--- config.mk ---
export PLATFORM = sky130hd
export DESIGN_NAME = lsp_apb_regs
export DESIGN_NICKNAME = d
export VERILOG_FILES = /design/src/rtl/laplace_5pt_stencil_stream_macros.svh /design/src/rtl/lsp_pkg.sv /design/src/rtl/lsp_apb_regs.sv
export SDC_FILE = /design/constraint.sdc
export NUM_CORES = 1
export LEC_CHECK = 0
export BUFFER_PORTS_ARGS = -buffer_cell sky130_fd_sc_hd__buf_2
export CORE_UTILIZATION = 40
export CTS_CLUSTER_DIAMETER = 60
export DETAILED_ROUTE_END_ITERATION = 12
export GPL_TIMING_DRIVEN = 0
export PLACE_DENSITY = 0.76
export SYNTH_ARGS = -nofsm -noshare
export SYNTH_HDL_FRONTEND = slang
export SYNTH_SLANG_ARGS = --single-unit
--- constraint.sdc ---
create_clock -name i_clk -period 1.35 [get_ports i_clk]
set_clock_uncertainty 0.2 [all_clocks]
set_input_delay 0.135 -clock i_clk [delete_from_list [all_inputs] [get_ports i_clk]]
set_output_delay 0.135 -clock i_clk [all_outputs]
set_load 0.1 [all_outputs]
--- src/rtl/laplace_5pt_stencil_stream_macros.svh ---
// assertion macros shared by the laplacian stencil rtl
// expects i_clk and i_rst_n in the scope of use
`ifndef LAPLACE_5PT_STENCIL_STREAM_MACROS_SVH
`define LAPLACE_5PT_STENCIL_STREAM_MACROS_SVH

// same-cycle implication, checked outside reset
`define LSP_ASSERT_IMPLY(label, ante, cons, msg) \
    label: assert property (@(posedge i_clk) disable iff (!i_rst_n) (ante) |-> (cons)) \
        else $error(msg);

// next-cycle implication, checked outside reset
`define LSP_ASSERT_NEXT(label, ante, cons, msg) \
    label: assert property (@(posedge i_clk) disable iff (!i_rst_n) (ante) |=> (cons)) \
        else $error(msg);

`endif

--- src/rtl/lsp_pkg.sv ---
// shared types and constants for the laplacian stencil block
// no dependencies
`default_nettype none

package lsp_pkg;

    localparam int ROWS_W         = 16;
    localparam int COLS_W         = 11;
    localparam int COLS_FIELD_MAX = 2047;
    localparam int PADDR_W        = 3;
    localparam int PDATA_W        = 32;
    localparam int REG_SEL_BIT    = 2;

    localparam logic [ROWS_W-1:0] ROWS_RESET = 16'd8;
    localparam logic [COLS_W-1:0] COLS_RESET = 11'd7;

    typedef enum logic {
        REG_GRID_ROWS = 1'b0,
        REG_GRID_COLS = 1'b1
    } t_reg_idx;

    typedef enum logic {
        FUNC_SAMPLE = 1'b0,
        FUNC_DRAIN  = 1'b1
    } t_func;

    typedef struct packed {
        logic [ROWS_W-1:0] grid_rows;
        logic [COLS_W-1:0] grid_cols;
        logic              restart;
    } t_cfg;

    typedef struct packed {
        logic shift;
        logic load_entry;
    } t_cell_ctrl;

endpackage

`default_nettype wire

--- src/rtl/lsp_apb_regs.sv ---
// apb register file: grid_rows and grid_cols, write strobe restarts the stream
// depends on lsp_pkg
`default_nettype none

module lsp_apb_regs (
    input  wire logic                          i_clk,
    input  wire logic                          i_rst_n,
    input  wire logic                          psel,
    input  wire logic                          penable,
    input  wire logic                          pwrite,
    input  wire logic [lsp_pkg::PADDR_W-1:0]   paddr,
    input  wire logic [lsp_pkg::PDATA_W-1:0]   pwdata,
    output logic [lsp_pkg::PDATA_W-1:0]        prdata,
    output logic                               pready,
    output lsp_pkg::t_cfg                      o_cfg
);

    logic [lsp_pkg::ROWS_W-1:0] r_grid_rows;
    logic [lsp_pkg::COLS_W-1:0] r_grid_cols;
    logic                       w_wr;
    lsp_pkg::t_reg_idx          w_idx;

    assign pready = 1'b1;
    assign w_wr   = psel && penable && pwrite;
    assign w_idx  = lsp_pkg::t_reg_idx'(paddr[lsp_pkg::REG_SEL_BIT]);

    always_ff @(posedge i_clk) begin
        if (!i_rst_n) begin
            r_grid_rows <= lsp_pkg::ROWS_RESET;
            r_grid_cols <= lsp_pkg::COLS_RESET;
        end else if (w_wr) begin
            case (w_idx)
                lsp_pkg::REG_GRID_ROWS: begin
                    r_grid_rows <= pwdata[lsp_pkg::ROWS_W-1:0];
                end
                lsp_pkg::REG_GRID_COLS: begin
                    r_grid_cols <= pwdata[lsp_pkg::COLS_W-1:0];
                end
                default: begin
                end
            endcase
        end
    end

    always_comb begin
        case (w_idx)
            lsp_pkg::REG_GRID_ROWS: prdata = lsp_pkg::PDATA_W'(r_grid_rows);
            lsp_pkg::REG_GRID_COLS: prdata = lsp_pkg::PDATA_W'(r_grid_cols);
            default:                prdata = '0;
        endcase
    end

    assign o_cfg = '{grid_rows: r_grid_rows, grid_cols: r_grid_cols, restart: w_wr};

endmodule

`default_nettype wire

==> out/results.tsv <==
metric	value	unit
IO Count	101	
num rows	21	
crit path cell chain	mux2_4 -> buf_12	
Worst Hold Launch	i_rst_n	
synthesized flop and latch total	27	
Bufs and invs on worst path	1	
Vias/cell	4.42	
routed len/inst	12.4	um
Core Region	0.00334	mm2
vias in the first global route	1267	
Cells after Synth	151	
fin nets	292	
DRC viols	0	
Max VDD drop	478	uV
Max Fclk	672	MHz
arrival time at the worst endpoint	1.15	ns
full die area	0.00375	mm2
Initial Utilization	0.421	
Finish-stage setup viols	16	
Placement Cell Area	0.00202	mm2
share of layout cells above drive strength 1	0.534	
ANT cells	0	
drt first pass iters	3	
worst hold path cell count	3	
grt ovf	0	
CTS tree	yes	
hold endpoint	r_grid_cols[1]	
crit path kind	flop to output port	
Sink Count	27	
crit path from	r_grid_rows[3]	
Reg clk slew, reported paths	0.14	ns
clk_lat worst skew	0.32	ns
Die Span Y	61.2	um
total power	1.95	mW
status	finished, violations left	
Num CTS Buffers	3	
global-route wire length before repair	5710	um
Syn Area/Cell	9.30	um2
Iteration-0 DRC Markers	16	
Layout area overhead	81.7	%
CP endpoint kind	output port	
CP top delay family	flip-flops	
count of different cell masters after synthesis	15	
fillcell total	241	
Multi-input gate area	796	um2
worst r2r path cells	2	
clk root buf	clkbuf_4	
failing checks	setup timing	
synth warn	0	
IO buf count	63	
Die Wd	61.2	um
register area	642	um2
pwr dens	764	mW/mm2
via count	1312	
initial antenna violation count	0	
cell area after layout	0.00255	mm2
Min-Delay Path Class	input pin to flop	
Final Cycle Share	1.10	
r2r startpoint	r_grid_cols[2]	
gpl congestion	0.686	
largest net degree at the start of global routing	15	
CP Launch Type	flop	
Slowest-stage cell, CP	dfxtp_4	
peak fanout along the critical path	3	
Final Max Tran Viols	0	
R2R Setup Slk	0.50	ns
CTS max path bufs	2	
Fin. Hold Viols	0	
RSZ-0062 raised after global routing	true	
crit path time final	1.49	ns
sequential area share after synthesis	0.385	
Detailed Place HPWL	2340	um
CP Data Required Time	1.01	ns
Mapped Area	0.00140	mm2
worst r2r dst	r_grid_cols[2]	
Leak Pwr	1.16	nW
max-capacitance violation count	0	
setup ws final	-0.138	ns
Tot GR Track Use	0.208	
antenna-violating nets left	0	
Worst path max stage delay	0.38	ns
dpl ws	-0.170	ns
CTS H-tree lvls	1	
wirelength, routed	3690	um
## Yosys cell counts
cell | n | share of area
buf_4 | 18 | 0.096
nand4_1 | 1 | 0.0045
dfxtp_1 | 27 | 0.39
and3_1 | 1 | 0.0045
buf_6 | 2 | 0.016
and4b_1 | 1 | 0.0071
buf_8 | 1 | 0.011
conb_1 | 2 | 0.0053
mux2_2 | 11 | 0.088
clkbuf_1 | 4 | 0.011
nor2b_1 | 13 | 0.058
nand2_1 | 39 | 0.10
buf_2 | 3 | 0.011
and4_1 | 1 | 0.0062
mux2i_1 | 27 | 0.19
## state kept, by name (all words and copies together) (netlist names)
name         cells
r_grid_rows     16
r_grid_cols     11
## layout by cell type (no fill, tap or decap), drive strengths merged
cell and instances:
dlygate4sd3 17, nand4 1, buf 88, and3 1
and4b 1, mux2 11, mux2i 27, conb 17
and4 1, dfxtp 27, nor2b 13, nand2 39
clkbuf 8
## worst reg2reg max path: cells and delay by family (launching register included)
| family | cells | cell delay [ns] |
|---|---|---|
| muxes | 1 | 0.07 |
| DFF | 1 | 0.38 |
| and+or+nand+nor | 1 | 0.11 |
## worst max path at each step
stage,to,slack (ns),cells after the start
after CTS,prdata[3],-0.14,2
after global routing,prdata[8],-0.17,2
after floorplan,prdata[11],-0.10,1
after global placement,prdata[6],-0.17,4
final,prdata[3],-0.14,2
after detailed placement,prdata[7],-0.17,4
## final cells by class
type	count	share of cell area
tap	46	0.0226
clock buffer	4	0.0103
buffer	28	0.0804
timing repair buffer	81	0.323
multi-input combinational	111	0.312
sequential	27	0.252
## kinds of logic after synthesis
logic type	share of synthesized area
AND/OR/NAND/NOR	0.185
multiplexers	0.281
flip-flops	0.385
other	0.00535
buffers and inverters	0.144
## where the power goes
| group | internal [mW] | switching [mW] |
|---|---|---|
| clock network | 0.116 | 0.233 |
| registers | 0.773 | 0.0148 |
| logic | 0.237 | 0.575 |
| total | 1.13 | 0.823 |
## through the flow
stage / TNS, ns / cells / utilization / hold slack [ns]
after global routing: -2.06 / 297 / 0.765 / 0.0299
after CTS: -1.71 / 296 / 0.754 / 0.00297
after detailed placement: -0.865 / 275 / 0.604 / 0.178
after floorplan: -0.501 / 166 / - / 0.0666
after global placement: -0.877 / 275 / 0.604 / 0.174
final: -1.53 / 297 / 0.765 / 0.00538
## repair_timing
action / in CTS / in global routing
setup endpoints to repair: 43 / 21
gates resized for setup: 90 / 8
pin swaps: 0 / 0
hold buffers: 17 / 0
hold endpoints to repair: 27 / 0
gates cloned: 0 / 0
setup buffers: 0 / 1
## per-layer routing
| metal | global-route usage | vias up | part of all wire |
|---|---|---|---|
| met2 | 0.394 | 47 | 0.53 |
| met1 | 0.243 | 604 | 0.42 |
| met5 | 0 | - | 0 |
| li1 | - | 659 | - |
| met3 | 0.0294 | 2 | 0.051 |
| met4 | 0.0584 | 0 | 0.0046 |
Note: power is estimated with default switching activity, not from simulation.
